==> config.mk <==
export PLATFORM = sky130hd
export DESIGN_NAME = i2c_motor_write_master
export DESIGN_NICKNAME = d
export VERILOG_FILES = /design/src/sv/i2cmw_pkg.sv /design/src/sv/i2cmw_seq.sv /design/src/sv/i2c_motor_write_master.sv
export VERILOG_INCLUDE_DIRS = /design/src /design/src/sv
export SDC_FILE = /design/constraint.sdc
export NUM_CORES = 1
export LEC_CHECK = 0
export BUFFER_PORTS_ARGS = -buffer_cell sky130_fd_sc_hd__buf_2
export CAP_MARGIN = 20
export CELL_PAD_IN_SITES_DETAIL_PLACEMENT = 0
export CELL_PAD_IN_SITES_GLOBAL_PLACEMENT = 2
export CORE_UTILIZATION = 42
export DETAILED_ROUTE_END_ITERATION = 12
export GPL_TIMING_DRIVEN = 0
export PLACE_DENSITY_LB_ADDON = 0.1
export SYNTH_ARGS = -nofsm -noshare
export SYNTH_HDL_FRONTEND = slang
export SYNTH_HIERARCHICAL = 1
export SYNTH_SLANG_ARGS = --single-unit
==> constraint.sdc <==
create_clock -name clk -period 4.2 [get_ports clk]
set_input_delay 0.84 -clock clk [delete_from_list [all_inputs] [get_ports clk]]
set_output_delay 0.84 -clock clk [all_outputs]
set_load 0.1 [all_outputs]
==> src/sv/assert_macros.svh <==
// Concurrent assertion macros shared by the RTL
`ifndef ASSERT_MACROS_SVH
`define ASSERT_MACROS_SVH

`ifndef ASSERT_OFF
`define ASSERT_CLK(label, clk, rst_n, prop, msg) \
    label: assert property (@(posedge clk) disable iff (!rst_n) prop) else $error(msg);
`define ASSERT_NEVER(label, clk, rst_n, expr, msg) \
    label: assert property (@(posedge clk) disable iff (!rst_n) !(expr)) else $error(msg);
`else
`define ASSERT_CLK(label, clk, rst_n, prop, msg)
`define ASSERT_NEVER(label, clk, rst_n, expr, msg)
`endif

`endif

==> src/sv/i2cmw_pkg.sv <==
// Shared types and constants for the I2C motor write master
package i2cmw_pkg;

    localparam logic [7:0]  ADDR_BASE         = 8'h50;
    localparam logic [15:0] PHASE_TICKS_RESET = 16'd5;

    localparam logic [4:0] ST_IDLE  = 5'd0;
    localparam logic [4:0] ST_S1    = 5'd1;
    localparam logic [4:0] ST_S2    = 5'd2;
    localparam logic [4:0] ST_S3    = 5'd3;
    localparam logic [4:0] ST_BSET  = 5'd4;
    localparam logic [4:0] ST_BWAIT = 5'd5;
    localparam logic [4:0] ST_BHIGH = 5'd6;
    localparam logic [4:0] ST_A0    = 5'd7;
    localparam logic [4:0] ST_A1    = 5'd8;
    localparam logic [4:0] ST_A2    = 5'd9;
    localparam logic [4:0] ST_A3    = 5'd10;
    localparam logic [4:0] ST_A4    = 5'd11;
    localparam logic [4:0] ST_P1    = 5'd12;
    localparam logic [4:0] ST_PWAIT = 5'd13;
    localparam logic [4:0] ST_P2    = 5'd14;
    localparam logic [4:0] ST_P3    = 5'd15;
    localparam logic [4:0] ST_TAIL  = 5'd16;

    typedef struct packed {
        logic       start_req;
        logic [7:0] motor_index;
        logic [7:0] motor_value;
        logic       scl_sense;
    } item_t;

    typedef struct packed {
        logic scl_release;
        logic sda_release;
        logic busy_res;
        logic done_res;
    } result_t;

endpackage

==> src/sv/i2cmw_seq.sv <==
// Bit-level I2C write sequencer: state registers and next-state logic for each step
`include "assert_macros.svh"

module i2cmw_seq
    import i2cmw_pkg::*;
(
    input  logic        clk,
    input  logic        rst_n,
    input  logic        step,
    input  item_t       item,
    input  logic [15:0] phase_ticks,
    output result_t     result
);

    logic [4:0]  state_reg,    state_next;
    logic [15:0] delay_reg,    delay_next;
    logic [2:0]  bit_cnt_reg,  bit_cnt_next;
    logic        byte_sel_reg, byte_sel_next;
    logic [7:0]  shift_reg,    shift_next;
    logic [7:0]  held_reg,     held_next;
    logic        scl_reg,      scl_next;
    logic        sda_reg,      sda_next;
    logic        done;
    logic [15:0] load;

    assign load = (phase_ticks == 16'd0) ? 16'd1 : phase_ticks;

    always_comb
    begin
        state_next    = state_reg;
        delay_next    = delay_reg;
        bit_cnt_next  = bit_cnt_reg;
        byte_sel_next = byte_sel_reg;
        shift_next    = shift_reg;
        held_next     = held_reg;
        scl_next      = scl_reg;
        sda_next      = sda_reg;
        done          = 1'b0;

        unique case (state_reg) inside
            ST_IDLE:
            begin
                if (item.start_req)
                begin
                    shift_next    = ADDR_BASE + {item.motor_index[6:0], 1'b0};
                    held_next     = item.motor_value;
                    byte_sel_next = 1'b0;
                    bit_cnt_next  = 3'd0;
                    scl_next      = 1'b1;
                    sda_next      = 1'b1;
                    state_next    = ST_S1;
                    delay_next    = load;
                end
            end
            ST_BWAIT:
            begin
                if (item.scl_sense)
                begin
                    state_next = ST_BHIGH;
                    delay_next = load;
                end
            end
            ST_PWAIT:
            begin
                if (item.scl_sense)
                begin
                    state_next = ST_P2;
                    delay_next = load;
                end
            end
            ST_S1, ST_S2, ST_S3, ST_BSET, ST_BHIGH, ST_A0, ST_A1, ST_A2, ST_A3, ST_A4,
            ST_P1, ST_P2, ST_P3, ST_TAIL:
            begin
                if (delay_reg > 16'd1)
                begin
                    delay_next = delay_reg - 16'd1;
                end
                else
                begin
                    delay_next = load;
                    unique case (state_reg)
                        ST_S1:
                        begin
                            sda_next   = 1'b0;
                            state_next = ST_S2;
                        end
                        ST_S2:
                        begin
                            scl_next   = 1'b0;
                            state_next = ST_S3;
                        end
                        ST_S3:
                        begin
                            sda_next   = shift_reg[7];
                            state_next = ST_BSET;
                        end
                        ST_BSET:
                        begin
                            scl_next   = 1'b1;
                            delay_next = delay_reg;
                            state_next = ST_BWAIT;
                        end
                        ST_BHIGH:
                        begin
                            scl_next     = 1'b0;
                            shift_next   = {shift_reg[6:0], 1'b0};
                            bit_cnt_next = bit_cnt_reg + 3'd1;
                            if (bit_cnt_reg == 3'd7)
                            begin
                                state_next = ST_A0;
                            end
                            else
                            begin
                                sda_next   = shift_reg[6];
                                state_next = ST_BSET;
                            end
                        end
                        ST_A0:
                        begin
                            sda_next   = 1'b1;
                            state_next = ST_A1;
                        end
                        ST_A1:
                        begin
                            scl_next   = 1'b1;
                            state_next = ST_A2;
                        end
                        ST_A2:
                        begin
                            state_next = ST_A3;
                        end
                        ST_A3:
                        begin
                            scl_next   = 1'b0;
                            state_next = ST_A4;
                        end
                        ST_A4:
                        begin
                            if (!byte_sel_reg)
                            begin
                                byte_sel_next = 1'b1;
                                shift_next    = held_reg;
                                sda_next      = held_reg[7];
                                state_next    = ST_BSET;
                            end
                            else
                            begin
                                sda_next   = 1'b0;
                                state_next = ST_P1;
                            end
                        end
                        ST_P1:
                        begin
                            scl_next   = 1'b1;
                            delay_next = delay_reg;
                            state_next = ST_PWAIT;
                        end
                        ST_P2:
                        begin
                            sda_next   = 1'b1;
                            state_next = ST_P3;
                        end
                        ST_P3:
                        begin
                            state_next = ST_TAIL;
                        end
                        ST_TAIL:
                        begin
                            state_next = ST_IDLE;
                            delay_next = 16'd0;
                            done       = 1'b1;
                        end
                        default:
                        begin
                            state_next = ST_IDLE;
                            delay_next = 16'd0;
                        end
                    endcase
                end
            end
            default:
            begin
                state_next = ST_IDLE;
                delay_next = 16'd0;
            end
        endcase
    end

    always_ff @(posedge clk or negedge rst_n)
    begin
        if (!rst_n)
        begin
            state_reg    <= ST_IDLE;
            delay_reg    <= 16'd0;
            bit_cnt_reg  <= 3'd0;
            byte_sel_reg <= 1'b0;
            shift_reg    <= 8'd0;
            held_reg     <= 8'd0;
            scl_reg      <= 1'b1;
            sda_reg      <= 1'b1;
        end
        else if (step)
        begin
            state_reg    <= state_next;
            delay_reg    <= delay_next;
            bit_cnt_reg  <= bit_cnt_next;
            byte_sel_reg <= byte_sel_next;
            shift_reg    <= shift_next;
            held_reg     <= held_next;
            scl_reg      <= scl_next;
            sda_reg      <= sda_next;
        end
    end

    assign result.scl_release = scl_next;
    assign result.sda_release = sda_next;
    assign result.busy_res    = (state_next != ST_IDLE);
    assign result.done_res    = done;

    `ASSERT_CLK(a_done_to_idle, clk, rst_n, step && done |=> state_reg == ST_IDLE, "done without return to idle")
    `ASSERT_CLK(a_delay_loaded, clk, rst_n, state_reg != ST_IDLE |-> delay_reg != 16'd0, "active phase with empty delay count")
    `ASSERT_CLK(a_hold_no_step, clk, rst_n, !step |=> $stable(state_reg) && $stable(bit_cnt_reg), "state moved without a request")

endmodule

==> src/sv/i2c_motor_write_master.sv <==
// I2C motor write master top level: request register, sequencer, result register.
// A request passes the request register, then the result register; out_stall may hold it between.
// Throughput: one request per cycle; only a stall on the result side holds the input back.
// Reset: asynchronous, active low; sequencer idle, its line registers released, phase_ticks = 5.
module i2c_motor_write_master
    import i2cmw_pkg::*;
(
    input  logic        clk,
    input  logic        rst_n,
    input  logic        cfg_we,
    input  logic [15:0] cfg_wdata,
    input  logic        in_valid,
    output logic        in_stall,
    input  logic        start_req,
    input  logic [7:0]  motor_index,
    input  logic [7:0]  motor_value,
    input  logic        scl_sense,
    output logic        out_valid,
    input  logic        out_stall,
    output logic        scl_release,
    output logic        sda_release,
    output logic        busy_res,
    output logic        done_res
);

    logic [15:0] phase_ticks_reg;
    logic        req_valid_reg;
    item_t       item_reg;
    logic        res_valid_reg;
    result_t     res_reg;
    result_t     step_res;
    logic        advance;

    assign advance  = req_valid_reg && (!res_valid_reg || !out_stall);
    assign in_stall = req_valid_reg && res_valid_reg && out_stall;

    always_ff @(posedge clk or negedge rst_n)
    begin
        if (!rst_n)
        begin
            phase_ticks_reg <= PHASE_TICKS_RESET;
            req_valid_reg   <= 1'b0;
            res_valid_reg   <= 1'b0;
        end
        else
        begin
            if (cfg_we)
            begin
                phase_ticks_reg <= cfg_wdata;
            end
            if (!in_stall)
            begin
                req_valid_reg <= in_valid;
            end
            if (advance)
            begin
                res_valid_reg <= 1'b1;
            end
            else if (!out_stall)
            begin
                res_valid_reg <= 1'b0;
            end
        end
    end

    always_ff @(posedge clk)
    begin
        if (in_valid && !in_stall)
        begin
            item_reg.start_req   <= start_req;
            item_reg.motor_index <= motor_index;
            item_reg.motor_value <= motor_value;
            item_reg.scl_sense   <= scl_sense;
        end
        if (advance)
        begin
            res_reg <= step_res;
        end
    end

    i2cmw_seq u_seq (
        .clk         (clk),
        .rst_n       (rst_n),
        .step        (advance),
        .item        (item_reg),
        .phase_ticks (phase_ticks_reg),
        .result      (step_res)
    );

    assign out_valid   = res_valid_reg;
    assign scl_release = res_reg.scl_release;
    assign sda_release = res_reg.sda_release;
    assign busy_res    = res_reg.busy_res;
    assign done_res    = res_reg.done_res;

endmodule
**Yosys cells after proc, flatten, opt, wreduce, memory -nomap -nowiden**

Index checks and enable logic that the tools add are counted.

- Magnitude comparators: 1
- Reductions and logical operators: 25
- Bitwise operators: 1
- Add/subtract/negate cells: 3
- Equal/unequal tests: 26
- Muxes and demuxes: 40

Operators by type and width:

| cell | count |
|---|---|
| 5-bit case mux with 13 select lines | 1 |
| 16-bit 2-to-1 mux | 4 |
| 16-bit case mux with 3 select lines | 1 |
| 5-bit by 4-bit equality test with 1-bit output (second input constant) | 8 |
| 16-bit case mux with 2 select lines | 1 |
| 8-bit case mux with 2 select lines | 2 |
| 8-bit 2-to-1 mux | 3 |
| 5-bit by 3-bit equality test with 1-bit output (second input constant) | 4 |
| 5-bit 2-to-1 mux | 4 |
| 5-bit case mux with 4 select lines | 1 |
| 16-bit by 1-bit greater-than comparator with 1-bit output (second input constant) | 1 |
| 16-bit zero test | 1 |
| 16-bit by 1-bit subtractor with 16-bit output (second input constant) | 1 |
| 14-bit OR reduction | 1 |
| 1-bit 2-to-1 mux | 12 |
| 11-bit OR reduction | 1 |
| 5-bit by 2-bit equality test with 1-bit output (second input constant) | 2 |
| 5-bit AND reduction | 2 |
| 3-bit 2-to-1 mux | 3 |
| 7-bit by 8-bit adder with 8-bit output (first input constant) | 1 |
| 2-bit by 1-bit inequality test with 1-bit output (second input constant) | 4 |
| 1-bit case mux with 2 select lines | 4 |
| 2-bit OR reduction | 4 |
| 3-bit case mux with 2 select lines | 1 |
| other kinds (22) | 29 |

- Flip-flop bits (word level): 82
- Logic and storage cells: 115
- Input port bits: 39
- Output and inout port bits: 6

**Logic depth before layout (Yosys ltp)**

Gate-level depths: netlist of run 1.

- Depth after elaboration: 6
- Depth in mapped cells: 10
- Gate-level depth less buffers: 8

**Modules after synthesis**

Netlist of run 1, hierarchy kept.

By module, submodules not included:

| module | instances | sequential area each (sq um) | area an instance (sq um) | cells an instance |
|---|---|---|---|---|
| i2cmw_seq | 1 | 1078.5 | 2921.6 | 321 |
| i2c_motor_write_master | 1 | 1113.6 | 1398.8 | 64 |

**Worst setup path before layout of run 1**

OpenSTA, ideal clock, no wires.

- Path kind: register to register
- Start point: register res_valid_reg, in the netlist out_valid
- End point: register u_seq.delay_reg[6]
- Arrival: 2.527 ns
- Path buffers: 3
- Clock period less this slack: 2.648 ns
- Cell stages (with the launch flop): 9
- Library setup time: 0.121 ns
- Data required time: 4.079 ns
- Path slack: 1.552 ns
- Cell sequence: dfrtp_1 a21boi_0 clkbuf_1 o211ai_1 buf_2 a31oi_1 buf_2 o21ai_0 a22o_1

- Longest elaborated chain between the ends: 4

RTL lines:

| element | line | text |
|---|---|---|
| start, declared | i2c_motor_write_master.sv:29 | `logic res_valid_reg;` |
| start signal, assigned | i2c_motor_write_master.sv:43 | `res_valid_reg <= 1'b0;` |
| start signal, assigned | i2c_motor_write_master.sv:57 | `res_valid_reg <= 1'b1;` |
| start signal, assigned | i2c_motor_write_master.sv:61 | `res_valid_reg <= 1'b0;` |
| 1-bit zero test | i2c_motor_write_master.sv:34 | `assign advance = req_valid_reg && (!res_valid_reg \|\| !out_stall);` |
| 1-bit logical OR | i2c_motor_write_master.sv:34 |  |
| 1-bit logical AND | i2c_motor_write_master.sv:34 |  |
| named net advance | i2c_motor_write_master.sv:32 | `logic advance;` |
| 4-bit AND reduction (no source line) | -- |  |
| end signal, assigned | i2cmw_seq.sv:205 | `delay_reg <= delay_next;` |
| end, declared | i2cmw_seq.sv:16 | `logic [15:0] delay_reg, delay_next;` |

The timed path passes the listed nets, and every way through them passes these cells.
A chain may end at the register's enable or synchronous reset.

**Final worst setup path of run 1**

- Start point: input port out_stall
- End point: register u_seq.delay_reg[6]

- Longest elaborated chain between the ends: 4

RTL lines:

| element | line | text |
|---|---|---|
| start, declared | i2c_motor_write_master.sv:19 | `input logic out_stall,` |
| 1-bit zero test | -- |  |
| 1-bit logical OR | i2c_motor_write_master.sv:34 |  |
| 1-bit logical AND | i2c_motor_write_master.sv:34 |  |
| named net advance | i2c_motor_write_master.sv:32 |  |
| 4-bit AND reduction (no source line) | -- |  |

The timed path passes the listed nets, and every way through them passes these cells.

==> flow_summary.toml, run 1 <==
[layout]
stdcell_area_um2 = 4860
layout_commonest_cell = "dfrtp_1"
fin_nets = 481
final_cell_mix = "57 x dfrtp_1, 50 x buf_2, 33 x nand2_1"
areaGrowthSynthToFinish_pct = 13.2
fillers = 969
antenna_cells = 0
largest_register_ffs = 17
drive_above_1_share_pct = 26.9

[min_path]
hold_path.class = "reg2reg"

[route]
totalWireLength_mm = 10.3
num_vias = 3223
ant_nets = 0
drt_pass1_iterations = 4
wl_per_cell_um = 17.9
drc = 0
drt_iter0_markers = 179
avgViaCountPerCell = 5.61

[critical_path]
worst_r2r_path_depth = 8
worstSetupPathType = "in2reg"
reg2reg_slack_ns = 1.27
cp-end-kind = "flip-flop"
cp.arrival_ns = 3.37
cp.required_ns = 4.44
crit_end = "u_seq/delay_reg[6]$_DFFE_PN0P_"
crit_start = "out_stall"
path_max_fanout = 10
r2r-end = "u_seq/delay_reg[6]$_DFFE_PN0P_"
start_kind = "primary input"
rr_startpoint = "out_valid$_DFFE_PN0P_"

[floorplanning]
start_util_pct = 43.7
ios = 45
die-area_um2 = 10600
die_w_um = 103
coreArea_um2 = 9820
rows = 36
die_y_um = 103

[timing]
fmax_ghz = 0.320
setup_viol_count_final = 0
period_minus_slack_ns = 3.13
maxSlewViolCount = 0
finClkSkew_ns = 0.0165
hold_violations = 0
fin_setup_tns_ns = 0
post-route-period-util_pct = 74.4
slew_headroom_pct = 33.0
tightest_slew_ns = 0.996
rsz0062_at_grt = "false"

[grt]
grt_usage_pct = 20.8
grt_pass1_wl_mm = 16.5
antenna_found_initial = 0
grt-ovfl-total = 0
grt_max_degree = 62
grt_pass1_vias = 2999

[cts]
cts_hold_buf = 0
htree_levels = 3
clockBufferDepth = 2
clock_sinks = 82
clkSlewWorstSetupHoldPaths_ns = 0.08
postCtsSetupBuffers = 0
clock_latency_ns = 0.36
cts_buffers = 9
cts_tree = "done"
root_buffer = "clkbuf_8"
ctsResizeCount = 0

[pwr]
p_total_mw = 1.72
power.density_nw_per_um2 = 355
power.leakage_nw = 1.94
ir_worst_vdd_v = 0.000225

[logic_synthesis]
netlist_area_um2 = 4290
syn-num-nets = 428
syn_avg_cell_area_um2 = 11.2
syn_inst = 384
ys_warn_count = 6

[placed_design]
gp_congestion = 0.875
portBuffers = 42
dp_hpwl_mm = 7.23
place_area_um2 = 4670

[outcome]
outcome = "complete, no violations"

[job]
maxCapViolations = 0
==> per-layer routing <==
| metal | vias up | part of all wire, % | track usage, % |
|---|---|---|---|
| met5 | - | 0 | 0 |
| met2 | 93 | 43 | 29.3 |
| met1 | 1572 | 52 | 32.1 |
| met4 | 0 | 0.96 | 6.50 |
| met3 | 8 | 4.6 | 4.00 |
| li1 | 1550 | - | - |
==> area by class of cell <==
cell class / instances / area (um2) / share of cell area (%)
Buffer: 26 / 159 / 3.27
Multi-Input combinational cell: 269 / 1940 / 40.0
Clock buffer: 11 / 131 / 2.71
Sequential cell: 82 / 2160 / 44.5
Inverter: 7 / 26.3 / 0.541
Clock inverter: 5 / 55.1 / 1.13
Timing Repair Buffer: 42 / 213 / 4.38
Tap cell: 133 / 166 / 3.43
==> critical path: stages <==
cell and delay [ns]:
buf_2 0.11, a21boi_0 0.78, clkbuf_1 0.33, o211ai_1 0.20, buf_2 0.24, a31oi_1 0.24, buf_2 0.26, o21ai_0 0.12
a22o_1 0.24
==> worst min-delay path by stage <==
| stage | start | end | slack (ns) | cells after the start |
|---|---|---|---|---|
| 3_5_place_dp | req_valid_reg$_DFFE_PN0N_ | out_valid$_DFFE_PN0P_ | 0.46 | 1 |
| 4_1_cts | req_valid_reg$_DFFE_PN0N_ | out_valid$_DFFE_PN0P_ | 0.48 | 1 |
| 3_3_place_gp | req_valid_reg$_DFFE_PN0N_ | out_valid$_DFFE_PN0P_ | 0.46 | 1 |
| 6_report | item_reg[3]$_DFFE_PP_ | u_seq/held_reg[2]$_DFFE_PN0P_ | 0.48 | 1 |
| 5_1_grt | item_reg[1]$_DFFE_PP_ | u_seq/held_reg[0]$_DFFE_PN0P_ | 0.49 | 1 |
| 2_1_floorplan | req_valid_reg$_DFFE_PN0N_ | out_valid$_DFFE_PN0P_ | 0.44 | 1 |
==> through the flow <==
stage	instances	utilization (%)	hold WS (ns)	setup slack (ns)
2_1_floorplan	384	-	0.444	1.55
3_3_place_gp	559	47.5	0.456	0.804
3_5_place_dp	559	47.6	0.465	0.730
4_1_cts	575	49.5	0.477	1.09
5_1_grt	575	49.5	0.491	0.921
6_report	575	49.5	0.482	1.07
==> power by group <==
| part | switching (mW) | internal [mW] | total, mW |
|---|---|---|---|
| sequential | 0.0493 | 0.879 | 0.928 |
| clock | 0.289 | 0.274 | 0.563 |
| combinational | 0.140 | 0.0915 | 0.232 |
| total | 0.479 | 1.24 | 1.72 |
Note: power is estimated with default switching activity, not from simulation.
==> run 2, diff against run 1 <==
--- a/config.mk
+++ b/config.mk
@@ -10,7 +10,7 @@
 export CAP_MARGIN = 20
 export CELL_PAD_IN_SITES_DETAIL_PLACEMENT = 0
 export CELL_PAD_IN_SITES_GLOBAL_PLACEMENT = 2
-export CORE_UTILIZATION = 42
+export CORE_UTILIZATION = 39
 export DETAILED_ROUTE_END_ITERATION = 12
 export GPL_TIMING_DRIVEN = 0
 export PLACE_DENSITY_LB_ADDON = 0.1
==> constraint.sdc (replaced) <==
create_clock -name clk -period 3 [get_ports clk]
set_input_delay 0.6 -clock clk [delete_from_list [all_inputs] [get_ports clk]]
set_output_delay 0.6 -clock clk [all_outputs]
set_load 0.1 [all_outputs]
==> flow_summary.toml, run 2 (same netlist as run 1, synthesis figures left out) <==
[floorplanning]
die-area_um2 = 11400
coreArea_um2 = 10500
rows = 37
die_w_um = 107
die_y_um = 107
ios = 45
start_util_pct = 40.8

[placed_design]
gp_congestion = 0.853
place_area_um2 = 4670
portBuffers = 42
dp_hpwl_mm = 7.41
place_ws_ns = -0.249

[layout]
layout_commonest_cell = "dfrtp_1"
fin_nets = 481
drive_above_1_share_pct = 27.4
areaGrowthSynthToFinish_pct = 14.0
largest_register_ffs = 17
fillers = 1002
stdcell_area_um2 = 4890
antenna_cells = 0
final_cell_mix = "57 x dfrtp_1, 50 x buf_2, 33 x nand2_1"

[route]
totalWireLength_mm = 10.4
drt_iter0_markers = 205
ant_nets = 0
wl_per_cell_um = 18.1
num_vias = 3183
avgViaCountPerCell = 5.51
drt_pass1_iterations = 5
drc = 0

[timing]
finClkSkew_ns = 0.0130
hold_violations = 0
period_minus_slack_ns = 2.64
fin_setup_tns_ns = 0
setup_viol_count_final = 0
fmax_ghz = 0.379
tightest_slew_ns = 0.855
setup_ws_ns = 0.362
post-route-period-util_pct = 87.9
slew_headroom_pct = 42.6
maxSlewViolCount = 0
rsz0062_at_grt = "false"

[pwr]
swShare_pct = 27.6
p_int_mw = 1.83
power.leakage_nw = 1.96
combPwrFrac_pct = 12.9
switchingPower_uw = 695
power.density_nw_per_um2 = 515
ir_worst_vdd_v = 0.000252
seqPwrFrac_pct = 51.7
power_frac_clock_pct = 35.4
p_total_mw = 2.52

[grt]
grt_max_degree = 62
grt_pass1_wl_mm = 17.1
antenna_found_initial = 0
grt-ovfl-total = 0
grt_pass1_vias = 3119
grt_usage_pct = 19.9

[critical_path]
crit_end = "u_seq/delay_reg[6]$_DFFE_PN0P_"
path_max_fanout = 10
cp.required_ns = 3.25
cp.arrival_ns = 2.88
crit_start = "out_valid$_DFFE_PN0P_"
worst_r2r_path_depth = 8
cp-end-kind = "flip-flop"
start_kind = "flip-flop"
rr_startpoint = "out_valid$_DFFE_PN0P_"
reg2reg_slack_ns = 0.36
worstSetupPathType = "reg2reg"
r2r-end = "u_seq/delay_reg[6]$_DFFE_PN0P_"

[cts]
clock_latency_ns = 0.35
cts_buffers = 9
clock_sinks = 82
clockBufferDepth = 2
clkSlewWorstSetupHoldPaths_ns = 0.09
cts_tree = "done"
cts_hold_buf = 0
root_buffer = "clkbuf_8"
htree_levels = 3

[job]
maxCapViolations = 0

[min_path]
hold_path.class = "in2async"

[outcome]
outcome = "complete, no violations"
[run 2: metrics by stage]
stage,hold WS [ns],instances,utilization [%]
floorplan,0.304,384,-
global placement,0.455,562,44.4
detailed placement,0.471,562,44.5
CTS,0.374,578,46.5
global route,0.396,578,46.5
finish,0.342,578,46.5
[run 2: area by class of cell]
class	instances	area, um2	area share [%]
sequential	82	2160	44.2
inverter	7	26.3	0.537
timing repair buffer	42	213	4.35
clock buffer	9	124	2.53
buffer	26	159	3.25
tap	136	170	3.48
clock inverter	7	92.6	1.89
multi-input combinational	269	1940	39.7
[run 2: timing repair]
item                                   in CTS  in global routing
setup buffers                               0                  0
setup endpoints to repair                   0                  4
endpoints found under the hold margin       0                  0
gates resized for setup                     0                  1
[run 2: metal layers]
metal	global-route usage [%]	share of wire (%)	routed length (um)	vias to the layer above
met5	0	0	0	-
met4	5.28	0.91	95	0
met3	5.29	6.1	632	7
met2	27.1	40	4180	76
met1	30.6	53	5530	1556
li1	-	-	-	1544
[run 2: power groups by stage]
stage | Clock (mW) | Combinational, mW | Sequential [mW]
after CTS | 0.914 | 0.327 | 1.30
after detailed placement | 0 | 0.326 | 1.32
after global routing | 0.956 | 0.361 | 1.32
after global placement | 0 | 0.322 | 1.32
after floorplan | 0 | 0.199 | 1.33
final | 0.892 | 0.326 | 1.30
[run 2: worst min-delay path by stage]
| stage | endpoint | slack, ns | cells after the start |
|---|---|---|---|
| after floorplan | out_valid$_DFFE_PN0P_ | 0.30 | 0 |
| after global placement | out_valid$_DFFE_PN0P_ | 0.45 | 1 |
| after detailed placement | u_seq/held_reg[3]$_DFFE_PN0P_ | 0.47 | 1 |
| after CTS | u_seq/state_reg[2]$_DFFE_PN0P_ | 0.37 | 1 |
| after global routing | u_seq/state_reg[2]$_DFFE_PN0P_ | 0.40 | 1 |
| final | u_seq/state_reg[2]$_DFFE_PN0P_ | 0.34 | 1 |
[run 2: critical path: stages (launching register included)]
cell and delay (ns):
dfrtp_1 0.42, a21boi_1 0.50, clkbuf_1 0.32, o211ai_1 0.18
buf_2 0.23, a31oi_1 0.24, buf_2 0.28, o21ai_0 0.12
a22o_1 0.24
